===== config.mk =====
export PLATFORM = sky130hd
export DESIGN_NAME = irq_number_range_allocator
export DESIGN_NICKNAME = d
export VERILOG_FILES = /design/src/sv/irqra_pkg.sv /design/src/sv/irqra_ctrl.sv /design/src/sv/irqra_dp.sv /design/src/sv/irq_number_range_allocator.sv
export SDC_FILE = /design/constraint.sdc
export NUM_CORES = 1
export LEC_CHECK = 0
export ABC_AREA = 1
export BUFFER_PORTS_ARGS = -buffer_cell sky130_fd_sc_hd__buf_2
export CAP_MARGIN = 20
export CORE_MARGIN = 5
export CORE_UTILIZATION = 62
export DETAILED_ROUTE_END_ITERATION = 8
export GPL_TIMING_DRIVEN = 0
export HOLD_SLACK_MARGIN = 0.1
export PLACE_DENSITY = 0.79
export SYNTH_ARGS = -nofsm -noshare
export SYNTH_HDL_FRONTEND = slang
export SYNTH_SLANG_ARGS = --single-unit

===== constraint.sdc =====
create_clock -name clk_i -period 27 [get_ports clk_i]
set_input_delay 4.05 -clock clk_i [delete_from_list [all_inputs] [get_ports clk_i]]
set_output_delay 4.05 -clock clk_i [all_outputs]
set_load 0.02 [all_outputs]

===== src/sv/irqra_pkg.sv =====
package irqra_pkg;

  localparam int MAP_BITS      = 256;
  localparam int INITIAL_LIMIT = 64;
  localparam int WORD_W        = 16;
  localparam int NUM_WORDS     = MAP_BITS / WORD_W;
  localparam int BIT_W         = $clog2(WORD_W);
  localparam int WIDX_W        = $clog2(NUM_WORDS);
  localparam int IDX_W         = 8;
  localparam int LIM_W         = 9;
  localparam int CNT_W         = 9;
  localparam int STS_W         = 2;
  localparam int RESET_LIMIT   = (INITIAL_LIMIT > MAP_BITS) ? MAP_BITS : INITIAL_LIMIT;

  typedef enum logic [1:0] {
    REQ_ALLOC_ANY   = 2'd0,
    REQ_ALLOC_FIXED = 2'd1,
    REQ_FREE        = 2'd2,
    REQ_NEXT        = 2'd3
  } req_e;

  typedef enum logic [STS_W-1:0] {
    RES_OK      = 2'd0,
    RES_INVAL   = 2'd1,
    RES_TAKEN   = 2'd2,
    RES_NOSPACE = 2'd3
  } res_e;

  typedef enum logic [2:0] {
    CMD_NONE,
    CMD_LOAD,
    CMD_CHECK,
    CMD_SCAN,
    CMD_WRITE,
    CMD_NEXT,
    CMD_PUBLISH
  } cmd_e;

  typedef struct packed {
    logic chk_scan;
    logic chk_write;
    logic chk_next;
    logic scan_done;
    logic scan_write;
    logic next_done;
    logic write_last;
  } dp_status_t;

endpackage


===== src/sv/irqra_ctrl.sv =====
module irqra_ctrl (
  input  logic                  clk_i,
  input  logic                  rst_ni,
  input  logic                  in_valid_i,
  output logic                  in_stall_o,
  output logic                  out_valid_o,
  input  logic                  out_stall_i,
  input  irqra_pkg::dp_status_t sts_i,
  output irqra_pkg::cmd_e       cmd_o
);

  typedef enum logic [2:0] {
    S_IDLE,
    S_CHECK,
    S_SCAN,
    S_WRITE,
    S_NEXT,
    S_DONE
  } state_e;

  state_e state_q, state_d;
  logic   out_valid_q, out_valid_d;
  logic   publish;

  assign in_stall_o  = (state_q != S_IDLE);
  assign out_valid_o = out_valid_q;
  assign publish     = (state_q == S_DONE) && (!out_valid_q || !out_stall_i);

  always_comb begin
    state_d = state_q;
    cmd_o   = irqra_pkg::CMD_NONE;
    unique case (state_q)
      S_IDLE: begin
        if (in_valid_i) begin
          cmd_o   = irqra_pkg::CMD_LOAD;
          state_d = S_CHECK;
        end
      end
      S_CHECK: begin
        cmd_o = irqra_pkg::CMD_CHECK;
        if (sts_i.chk_scan) begin
          state_d = S_SCAN;
        end else if (sts_i.chk_write) begin
          state_d = S_WRITE;
        end else if (sts_i.chk_next) begin
          state_d = S_NEXT;
        end else begin
          state_d = S_DONE;
        end
      end
      S_SCAN: begin
        cmd_o = irqra_pkg::CMD_SCAN;
        if (sts_i.scan_write) begin
          state_d = S_WRITE;
        end else if (sts_i.scan_done) begin
          state_d = S_DONE;
        end
      end
      S_WRITE: begin
        cmd_o = irqra_pkg::CMD_WRITE;
        if (sts_i.write_last) begin
          state_d = S_DONE;
        end
      end
      S_NEXT: begin
        cmd_o = irqra_pkg::CMD_NEXT;
        if (sts_i.next_done) begin
          state_d = S_DONE;
        end
      end
      S_DONE: begin
        if (publish) begin
          cmd_o   = irqra_pkg::CMD_PUBLISH;
          state_d = S_IDLE;
        end
      end
      default: state_d = S_IDLE;
    endcase
  end

  always_comb begin
    out_valid_d = out_valid_q;
    if (publish) begin
      out_valid_d = 1'b1;
    end else if (out_valid_q && !out_stall_i) begin
      out_valid_d = 1'b0;
    end
  end

  always_ff @(posedge clk_i or negedge rst_ni) begin
    if (!rst_ni) begin
      state_q     <= S_IDLE;
      out_valid_q <= 1'b0;
    end else begin
      state_q     <= state_d;
      out_valid_q <= out_valid_d;
    end
  end

endmodule


===== src/sv/irqra_dp.sv =====
module irqra_dp (
  input  logic                         clk_i,
  input  logic                         rst_ni,
  input  irqra_pkg::cmd_e              cmd_i,
  input  logic [1:0]                   req_type_i,
  input  logic [irqra_pkg::IDX_W-1:0]  start_hint_i,
  input  logic [irqra_pkg::IDX_W-1:0]  fixed_number_i,
  input  logic [irqra_pkg::CNT_W-1:0]  count_i,
  output irqra_pkg::dp_status_t        sts_o,
  output logic [irqra_pkg::STS_W-1:0]  status_o,
  output logic [irqra_pkg::LIM_W-1:0]  number_o
);

  localparam int WORD_W = irqra_pkg::WORD_W;
  localparam int BIT_W  = irqra_pkg::BIT_W;
  localparam int WIDX_W = irqra_pkg::WIDX_W;
  localparam int IDX_W  = irqra_pkg::IDX_W;
  localparam int LIM_W  = irqra_pkg::LIM_W;
  localparam int CNT_W  = irqra_pkg::CNT_W;

  // bitmap and limit
  logic [WORD_W-1:0]       map_q [irqra_pkg::NUM_WORDS];
  logic [LIM_W-1:0]        limit_q;

  // per-request registers
  irqra_pkg::req_e         req_q;
  logic [IDX_W-1:0]        hint_q;
  logic [IDX_W-1:0]        fixed_q;
  logic [CNT_W-1:0]        cnt_q;
  logic [IDX_W-1:0]        from_q;
  logic [WIDX_W-1:0]       widx_q;
  logic [LIM_W-1:0]        run_q;
  logic [LIM_W-1:0]        lo_q;
  logic [LIM_W-1:0]        hi_q;
  logic                    set_q;
  irqra_pkg::res_e         res_status_q;
  logic [LIM_W-1:0]        res_number_q;
  logic [irqra_pkg::STS_W-1:0] out_status_q;
  logic [LIM_W-1:0]        out_number_q;

  logic [WORD_W-1:0]       word;
  logic [WORD_W-1:0]       occ;
  logic [WORD_W-1:0]       fit;
  logic [WORD_W-1:0]       hit;
  logic [WORD_W-1:0]       mask;
  logic [LIM_W-1:0]        run_len [WORD_W];
  logic                    fnd;
  logic [BIT_W-1:0]        fpos;
  logic                    hit_any;
  logic [BIT_W-1:0]        hpos;
  logic [LIM_W:0]          start_ext;
  logic [IDX_W-1:0]        fstart;
  logic [LIM_W-1:0]        fend;
  logic [LIM_W-1:0]        word_end;
  logic [LIM_W-1:0]        hi_m1;
  logic [LIM_W:0]          free_end;
  logic                    is_alloc;
  logic                    is_fixed;
  logic                    alloc_bad;
  logic                    free_bad;
  logic                    last_word;
  logic                    fixed_miss;

  assign word      = map_q[widx_q];
  assign is_alloc  = (req_q == irqra_pkg::REQ_ALLOC_ANY) || (req_q == irqra_pkg::REQ_ALLOC_FIXED);
  assign is_fixed  = (req_q == irqra_pkg::REQ_ALLOC_FIXED);
  assign alloc_bad = (cnt_q == '0) || (is_fixed && (hint_q > fixed_q));
  assign free_end  = {2'b00, hint_q} + {1'b0, cnt_q};
  assign free_bad  = ({1'b0, hint_q} >= limit_q) || (free_end > {1'b0, limit_q});
  assign last_word = (widx_q == WIDX_W'(irqra_pkg::NUM_WORDS - 1));
  assign word_end  = {1'b0, widx_q, {BIT_W{1'b0}}} + LIM_W'(WORD_W);
  assign hi_m1     = hi_q - LIM_W'(1);

  // run length of free numbers ending at each bit of the current word
  always_comb begin
    logic             has;
    logic [BIT_W-1:0] last;
    for (int p = 0; p < WORD_W; p++) begin
      occ[p] = word[p] || ({widx_q, BIT_W'(p)} < from_q);
    end
    for (int p = 0; p < WORD_W; p++) begin
      has  = 1'b0;
      last = '0;
      for (int q = 0; q <= p; q++) begin
        if (occ[q]) begin
          has  = 1'b1;
          last = BIT_W'(q);
        end
      end
      if (has) begin
        run_len[p] = LIM_W'(BIT_W'(p) - last);
      end else begin
        run_len[p] = run_q + LIM_W'(p) + LIM_W'(1);
      end
      fit[p] = (run_len[p] >= cnt_q);
    end
  end

  always_comb begin
    fnd     = |fit;
    fpos    = '0;
    hit_any = |hit;
    hpos    = '0;
    for (int p = WORD_W - 1; p >= 0; p--) begin
      if (fit[p]) begin
        fpos = BIT_W'(p);
      end
      if (hit[p]) begin
        hpos = BIT_W'(p);
      end
    end
  end

  always_comb begin
    for (int p = 0; p < WORD_W; p++) begin
      hit[p]  = word[p] && ({widx_q, BIT_W'(p)} >= hint_q) &&
                ({1'b0, widx_q, BIT_W'(p)} < limit_q);
      mask[p] = ({1'b0, widx_q, BIT_W'(p)} >= lo_q) &&
                ({1'b0, widx_q, BIT_W'(p)} < hi_q);
    end
  end

  assign start_ext  = {2'b00, widx_q, fpos} + (LIM_W + 1)'(1) - {1'b0, cnt_q};
  assign fstart     = start_ext[IDX_W-1:0];
  assign fend       = {1'b0, fstart} + cnt_q;
  assign fixed_miss = is_fixed && (fstart != fixed_q);

  always_comb begin
    sts_o.chk_scan   = is_alloc && !alloc_bad;
    sts_o.chk_write  = (req_q == irqra_pkg::REQ_FREE) && !free_bad && (cnt_q != '0);
    sts_o.chk_next   = (req_q == irqra_pkg::REQ_NEXT);
    sts_o.scan_done  = fnd || last_word;
    sts_o.scan_write = fnd && !fixed_miss;
    sts_o.next_done  = hit_any || (word_end >= limit_q) || last_word;
    sts_o.write_last = (widx_q == hi_m1[IDX_W-1:BIT_W]);
  end

  always_ff @(posedge clk_i or negedge rst_ni) begin
    if (!rst_ni) begin
      for (int w = 0; w < irqra_pkg::NUM_WORDS; w++) begin
        map_q[w] <= '0;
      end
      limit_q <= LIM_W'(irqra_pkg::RESET_LIMIT);
    end else begin
      if (cmd_i == irqra_pkg::CMD_WRITE) begin
        map_q[widx_q] <= set_q ? (word | mask) : (word & ~mask);
      end
      if ((cmd_i == irqra_pkg::CMD_SCAN) && fnd && !fixed_miss && (fend > limit_q)) begin
        limit_q <= fend;
      end
    end
  end

  always_ff @(posedge clk_i) begin
    unique case (cmd_i)
      irqra_pkg::CMD_LOAD: begin
        req_q   <= irqra_pkg::req_e'(req_type_i);
        hint_q  <= start_hint_i;
        fixed_q <= fixed_number_i;
        cnt_q   <= count_i;
      end
      irqra_pkg::CMD_CHECK: begin
        res_status_q <= irqra_pkg::RES_OK;
        res_number_q <= '0;
        run_q        <= '0;
        widx_q       <= hint_q[IDX_W-1:BIT_W];
        lo_q         <= {1'b0, hint_q};
        hi_q         <= free_end[LIM_W-1:0];
        set_q        <= 1'b0;
        from_q       <= hint_q;
        if (is_alloc) begin
          if (alloc_bad) begin
            res_status_q <= irqra_pkg::RES_INVAL;
          end
          if (is_fixed) begin
            from_q <= fixed_q;
            widx_q <= fixed_q[IDX_W-1:BIT_W];
          end
        end else if (req_q == irqra_pkg::REQ_FREE) begin
          if (free_bad) begin
            res_status_q <= irqra_pkg::RES_INVAL;
          end
        end else begin
          res_number_q <= limit_q;
        end
      end
      irqra_pkg::CMD_SCAN: begin
        if (fnd) begin
          lo_q   <= {1'b0, fstart};
          hi_q   <= fend;
          widx_q <= fstart[IDX_W-1:BIT_W];
          set_q  <= 1'b1;
          if (fixed_miss) begin
            res_status_q <= irqra_pkg::RES_TAKEN;
          end else begin
            res_status_q <= irqra_pkg::RES_OK;
            res_number_q <= {1'b0, fstart};
          end
        end else begin
          run_q  <= run_len[WORD_W-1];
          widx_q <= widx_q + WIDX_W'(1);
          if (last_word) begin
            res_status_q <= is_fixed ? irqra_pkg::RES_TAKEN : irqra_pkg::RES_NOSPACE;
          end
        end
      end
      irqra_pkg::CMD_WRITE: begin
        widx_q <= widx_q + WIDX_W'(1);
      end
      irqra_pkg::CMD_NEXT: begin
        if (hit_any) begin
          res_number_q <= {1'b0, widx_q, hpos};
        end else begin
          widx_q <= widx_q + WIDX_W'(1);
        end
      end
      irqra_pkg::CMD_PUBLISH: begin
        out_status_q <= res_status_q;
        out_number_q <= res_number_q;
      end
      default: begin
      end
    endcase
  end

  assign status_o = out_status_q;
  assign number_o = out_number_q;

endmodule


===== src/sv/irq_number_range_allocator.sv =====
// Interrupt number range allocator over a 256-entry bitmap held as 16 words
// of 16 bits, with a limit that only grows. One request is in work at a time;
// the bitmap is walked one word per cycle by a single scan unit. A request
// is loaded and checked, then scans up to 16 words for an allocation or a
// next-number search, and for an allocation or free that changes the map
// writes up to 16 words before it is published. A finished result sits in
// the output register while the next request is taken in. The bitmap is cleared by reset, no sweep needed.
module irq_number_range_allocator (
  input  logic                         clk_i,
  input  logic                         rst_ni,
  input  logic                         in_valid_i,
  output logic                         in_stall_o,
  input  logic [1:0]                   req_type_i,
  input  logic [irqra_pkg::IDX_W-1:0]  start_hint_i,
  input  logic [irqra_pkg::IDX_W-1:0]  fixed_number_i,
  input  logic [irqra_pkg::CNT_W-1:0]  count_i,
  output logic                         out_valid_o,
  input  logic                         out_stall_i,
  output logic [irqra_pkg::STS_W-1:0]  status_o,
  output logic [irqra_pkg::LIM_W-1:0]  number_o
);

  irqra_pkg::cmd_e       cmd;
  irqra_pkg::dp_status_t sts;

  irqra_ctrl u_ctrl (
    .clk_i       (clk_i),
    .rst_ni      (rst_ni),
    .in_valid_i  (in_valid_i),
    .in_stall_o  (in_stall_o),
    .out_valid_o (out_valid_o),
    .out_stall_i (out_stall_i),
    .sts_i       (sts),
    .cmd_o       (cmd)
  );

  irqra_dp u_dp (
    .clk_i          (clk_i),
    .rst_ni         (rst_ni),
    .cmd_i          (cmd),
    .req_type_i     (req_type_i),
    .start_hint_i   (start_hint_i),
    .fixed_number_i (fixed_number_i),
    .count_i        (count_i),
    .sts_o          (sts),
    .status_o       (status_o),
    .number_o       (number_o)
  );

endmodule

==> results.yml, run 1 <==
outcome:
  status: "completed"
worst_setup_path:
  endpoint_kind: "flop"
  crit_fanout: 17
  path_depth: 64
  critPathRequiredTime_ns: 27.40
  start_kind: "flop"
  critPathKind: "flop to flop"
  critical_path.top_delay_family: "simple AND/OR/NAND/NOR gates"
  cp.buffers_inverters: 12
  arrival_ns: 12.15
  cpMaxStageDelayCell: "edfxtp_1"
  r2r_cells: 64
  cpMostUsedCell: "nand2_1"
  slowest_delay_ns: 0.67
cts:
  clk_pin_slew_ns: 0.07
  cts_tree: "done"
  ctsRootBufferMaster: "clkbuf_16"
  htree_levels: 2
  cts_hold_buf: 0
  clk_latency_ns: 0.59
  clkSinkCount: 357
  cts_made_buffers: 39
  clk_path_buf_depth: 3
  cts_setup_buffers: 0
  post_cts_resized: 0
floorplanning:
  die_area_mm2: 0.0459
  io_pins: 44
  start_util_pct: 63.1
  fp.dieH_um: 214
  die_w_um: 214
  rows: 74
  coreArea_mm2: 0.0410
logic_synthesis:
  yosysMostFrequentCell: "nand2_1"
  yosys_warnings: 0
  postSynthCellCount: 3468
  synth_top_area_cell: "dfrtp_1"
  synth_area_leaders: "dfrtp_1, ha_1, nand2_1"
  synthFlopType: "dfrtp_1"
  synth_edf_count: 88
  yosysSeqAreaShare_pct: 36.2
  avgSynthCellArea_um2: 7.46
  syn_area_mm2: 0.0259
  yosysTopAreaCellShare_pct: 25.9
  yosysUniqueCellTypes: 61
  synth_fp_nets: 3769
  synthTopCellsByCount: "nand2_1, o21ai_0, nor2_1"
  ys_seq_elements: 357
  async_flop_share_pct: 75.4
grt:
  met1_usage_pct: 50.5
  grt_max_degree: 115
  grt-busiest-layer: "met2"
  grt_pass1_vias: 25000
  grt_usage_pct: 37.0
  grt_pass1_wl_um: 136000
  globalRouteMet2Util_pct: 55.9
  grt_overflow: 0
  antenna_found_initial: 1
  met3_usage_pct: 9.18
final_layout:
  fillers: 3415
  design_area_mm2: 0.0283
  finalNetCount: 3857
  multiInputGateArea_mm2: 0.0146
  syn_to_final_growth_pct: 9.30
  seq_area_mm2: 0.00938
  drive_gt1_share_pct: 6.28
hold_path:
  min_path_type: "flop to flop"
  whs_path_depth: 0
sta:
  min_period_ns: 11.76
  hold_viol_final: 0
  fin_crit_sh_pct: 43.5
  setup_viol: 0
  slew_headroom_pct: 23.3
  slew_viol_final: 0
  fin_tns_setup_ns: 0
  rsz0062_at_grt: "no"
  worst_pin_slew_ns: 1.15
  whs_ns: 0.437
  clock_skew_ns: 0.0326
  timing.final.ws_setup_ns: 15.24
  fmax_ghz: 0.0851
placed_design:
  placed_cell_area_mm2: 0.0268
  dp_hpwl_um: 66000
  place.gp.congestion: 1.03
  dp_worst_setup_slack_ns: 15.73
  port_buffers: 43
flow_run:
  maxCapViolCount: 0
routing:
  ant_nets: 0
  drc: 0
  firstDrtPassIters: 9
  vias_per_cell: 6.26
  vias: 25800
  wire_per_inst_um: 21.2
  drt_iter0_markers: 2833
  wl_um: 87500
worst register-to-register path, delay by kind of cell (launching register included):
kind                       cells  cell delay (ns)
AOI/OAI and AO/OA             14             2.65
xor gates and xnor gates       1             0.26
adders and majority gates      8             2.44
buffers and inverters         12             2.19
DFF                            1             0.67
and+or+nand+nor               29             3.40
path summary, 6_finish.rpt:
check,start,endpoint,slack (ns)
setup reg to reg,u_dp.widx_q[0],u_dp.limit_q[2],15.24
hold / removal,u_dp.res_number_q[0],u_dp.number_o[0],0.44
setup / recovery,u_dp.widx_q[0],u_dp.limit_q[2],15.24
max in group asynchronous,rst_ni,u_dp.map_q[14],22.25
hold reg to reg,u_dp.res_number_q[0],u_dp.number_o[0],0.44
min in group asynchronous,rst_ni,u_dp.map_q[161],3.35
sequential cells by signal, summed over array words and instances, names as in the netlist, 8 cells and up:
name and cells:
u_dp.map_q 256, u_dp.cnt_q 9, u_dp.hi_q 9, u_dp.limit_q 9, u_dp.number_o 9, u_dp.res_number_q 9, u_dp.run_q 9, u_dp.fixed_q 8
u_dp.from_q 8, u_dp.hint_q 8, u_dp.lo_q 8
logic make-up (layout without fill, tap and decap cells):
family,count (synthesis),in the layout,share of synthesized area (%)
buf+inv,467,584,7.26
flops,357,357,36.2
fa+ha+maj,270,270,13.1
xor+xnor,103,103,3.49
mux,2,2,0.0774
simple gates,1495,1495,23.7
compound gates,774,774,16.1
other cells,0,1,0
final cells by class:
class                   instances  share of cell area (%)
repair buffers                 47                    1.07
inverters                     329                    4.38
diodes                          1                 0.00885
clock inverters                22                    1.33
well taps                     532                    2.35
plain buffers                 138                    2.27
multi-input cells            2644                    51.7
flip-flops and latches        357                    33.2
clock buffers                  48                    3.72
cells in the final DEF (no fill, tap or decap), types with 40 or more instances in the layout:
master / count
buf_2: 69
nand2_1: 881
inv_1: 299
nor2_1: 389
a21oi_1: 149
o21ai_0: 427
o21ai_1: 76
nand3_1: 102
ha_1: 267
clkbuf_16: 40
xor2_1: 92
edfxtp_1: 88
clkbuf_1: 100
dfrtp_1: 268
through the flow:
| stage | cells | utilization [%] |
|---|---|---|
| finish | 4118 | 68.9 |
| global route | 4117 | 68.9 |
| CTS | 4116 | 68.9 |
| detailed placement | 4046 | 65.4 |
| global placement | 4043 | 65.2 |
| floorplan | 3468 | - |
metal layers:
layer  vias up  routed length [µm]
met5         -                  11
met4         2                4220
met3       307               10300
met2      1556               37600
met1     12200               35400
li1      11700                   -
Power of run 1 is left out: the tool's default activity adds up to more than one toggle a clock period on the data nets, which glitch-free logic cannot reach.
==> inputs of run 2 (changes only) <==
--- a/config.mk
+++ b/config.mk
@@ -5,15 +5,15 @@
 export SDC_FILE = /design/constraint.sdc
 export NUM_CORES = 1
 export LEC_CHECK = 0
-export ABC_AREA = 1
+export ABC_AREA = 0
 export BUFFER_PORTS_ARGS = -buffer_cell sky130_fd_sc_hd__buf_2
 export CAP_MARGIN = 20
 export CORE_MARGIN = 5
-export CORE_UTILIZATION = 62
+export CORE_UTILIZATION = 58
 export DETAILED_ROUTE_END_ITERATION = 8
 export GPL_TIMING_DRIVEN = 0
 export HOLD_SLACK_MARGIN = 0.1
-export PLACE_DENSITY = 0.79
+export PLACE_DENSITY = 0.77
 export SYNTH_ARGS = -nofsm -noshare
 export SYNTH_HDL_FRONTEND = slang
 export SYNTH_SLANG_ARGS = --single-unit
==> constraint.sdc (replaced) <==
create_clock -name clk_i -period 9.9 [get_ports clk_i]
set_input_delay 1.485 -clock clk_i [delete_from_list [all_inputs] [get_ports clk_i]]
set_output_delay 1.485 -clock clk_i [all_outputs]
set_load 0.02 [all_outputs]
==> results.yml, run 2 <==
floorplanning:
  coreArea_mm2: 0.0430
  die_area_mm2: 0.0477
  io_pins: 44
  die_w_um: 218
  fp.dieH_um: 218
  rows: 76
  start_util_pct: 58.5
cts:
  cts_tree: "done"
  ctsRootBufferMaster: "clkbuf_16"
  htree_levels: 2
  clk_pin_slew_ns: 0.06
  cts_made_buffers: 40
  clk_path_buf_depth: 3
  clkSinkCount: 357
  clk_latency_ns: 0.59
  cts_hold_buf: 0
logic_synthesis:
  synthTopCellsByCount: "nor2_1, a21oi_1, dfrtp_1"
  synth_area_leaders: "dfrtp_1, ha_1, edfxtp_1"
  yosysMostFrequentCell: "nor2_1"
  yosys_warnings: 0
  avgSynthCellArea_um2: 9.30
  synth_edf_count: 88
  yosysTopAreaCellShare_pct: 26.7
  yosysSeqAreaShare_pct: 37.3
  postSynthCellCount: 2705
  async_flop_share_pct: 75.4
  syn_area_mm2: 0.0252
  yosysUniqueCellTypes: 87
  ys_seq_elements: 357
  synthFlopType: "dfrtp_1"
  synth_top_area_cell: "dfrtp_1"
  synth_fp_nets: 3006
worst_setup_path:
  cpMostUsedCell: "ha_1"
  start_kind: "flop"
  arrival_ns: 10.04
  crit_fanout: 14
  startpoint: "u_dp.widx_q[0]"
  cpMaxStageDelayCell: "or4_4"
  critPathKind: "flop to flop"
  endpoint_kind: "flop"
  r2r-start: "u_dp.widx_q[0]"
  slowest_delay_ns: 0.54
  critPathRequiredTime_ns: 10.36
routing:
  vias: 23000
  drc: 0
  wl_um: 88400
  firstDrtPassIters: 6
  vias_per_cell: 6.64
  drt_iter0_markers: 2895
  ant_nets: 0
  wire_per_inst_um: 25.5
sta:
  slew_viol_final: 0
  whs_ns: 0.418
  setup_viol: 0
  fin_crit_sh_pct: 96.8
  timing.final.ws_setup_ns: 0.319
  clock_skew_ns: 0.0186
  min_period_ns: 9.58
  fmax_ghz: 0.104
  slew_headroom_pct: 20.0
  hold_viol_final: 0
  worst_pin_slew_ns: 1.17
final_layout:
  multiInputGateArea_mm2: 0.0152
  top_register: "u_dp.map_q"
  drive_gt1_share_pct: 12.8
  final_core_util_pct: 66.2
  final_common_cell: "nor2_1"
  diodes: 0
  seq_area_mm2: 0.00938
  largest_reg_flops: 256
  final_cell_mix: "nor2_1, a21oi_1, dfrtp_1"
  fillers: 3453
  finalNetCount: 3157
  syn_to_final_growth_pct: 13.1
grt:
  grt_pass1_vias: 22400
  grt_overflow: 0
  antenna_found_initial: 0
  grt_pass1_wl_um: 132000
  grt_max_degree: 125
  grt_usage_pct: 36.3
outcome:
  status: "completed"
placed_design:
  port_buffers: 43
  dp_hpwl_um: 64100
  dp_worst_setup_slack_ns: -3.01
  place.gp.congestion: 1.05
hold_path:
  min_path_type: "flop to flop"
  worstHoldStart: "u_dp.res_status_q[0]"
flow_run:
  maxCapViolCount: 0
## run 2: cell types whose count changed after synthesis, moves of 32 or more
cell     delta
a21o_1     +41
a21oi_1   +253
inv_1     -199
mux4_2     +72
nand2_1   -731
nand3_1    -72
nor2_1     +71
nor2b_1    +32
o21ai_0   -330
o21ai_1    -75
xnor2_1    +68
xor2_1     -44
## run 2: worst max-delay path, delay by kind of cell (launching register included)
family,cells,cell delay (ns)
multiplexers,1,0.35
AO/OA/AOI/OAI,16,3.46
buffers and inverters,8,1.40
flip-flops,1,0.34
adder cells (fa/ha/maj),6,1.84
XOR/XNOR,2,0.49
AND/OR/NAND/NOR,6,1.53
## run 2: what timing repair did
| action | 4_1_cts | 5_1_grt |
|---|---|---|
| buffers inserted | 26 | 35 |
| pin swaps | 13 | 17 |
| setup endpoints to repair | 62 | 9 |
| gates resized for setup | 78 | 69 |
## run 2: path summary, 6_finish.rpt
kind,endpoint,slack (ns),cells past startpoint
setup / recovery,u_dp.limit_q[5],0.32,39
max in group asynchronous,u_dp.map_q[119],7.73,3
hold / removal,u_dp.status_o[0],0.42,0
min in group asynchronous,u_dp.map_q[221],0.80,1
setup reg to reg,u_dp.limit_q[5],0.32,39
hold reg to reg,u_dp.status_o[0],0.42,0
## run 2: cell type report
class                      count  share of cell area, %
timing repair buffer         110                   2.83
clock inverter                11                  0.514
sequential                   357                   32.9
tap                          585                   2.57
multi-input combinational   2105                   53.5
buffer                       138                   2.41
inverter                     104                   1.42
clock buffer                  56                   3.83
## run 2: metal layers
metal	track usage, %	part of all wire [%]	vias up
li1	-	-	10000
met1	46.7	37	11100
met2	57.3	45	1489
met3	6.57	10	369
met4	22.0	7.7	0
met5	0	0	-
## run 2: logic make-up after synthesis
| kind of cell | after synthesis | share of synthesized area [%] |
|---|---|---|
| AND/OR/NAND/NOR | 861 | 15.4 |
| AO/OA/AOI/OAI | 741 | 17.7 |
| buffers and inverters | 243 | 3.83 |
| flip-flops | 357 | 37.3 |
| XOR/XNOR | 127 | 4.42 |
| adder cells (fa/ha/maj) | 270 | 13.5 |
| multiplexers | 106 | 7.87 |
## run 2: through the flow
step / cell area, µm² / std cells / setup TNS (ns)
CTS: 27900 / 3428 / 0
global placement: 26100 / 3333 / -66.56
floorplan: 25200 / 2705 / 0
finish: 28500 / 3466 / 0
detailed placement: 26200 / 3336 / -65.56
global route: 28500 / 3466 / -0.387
Power of run 2 is left out for the same reason.
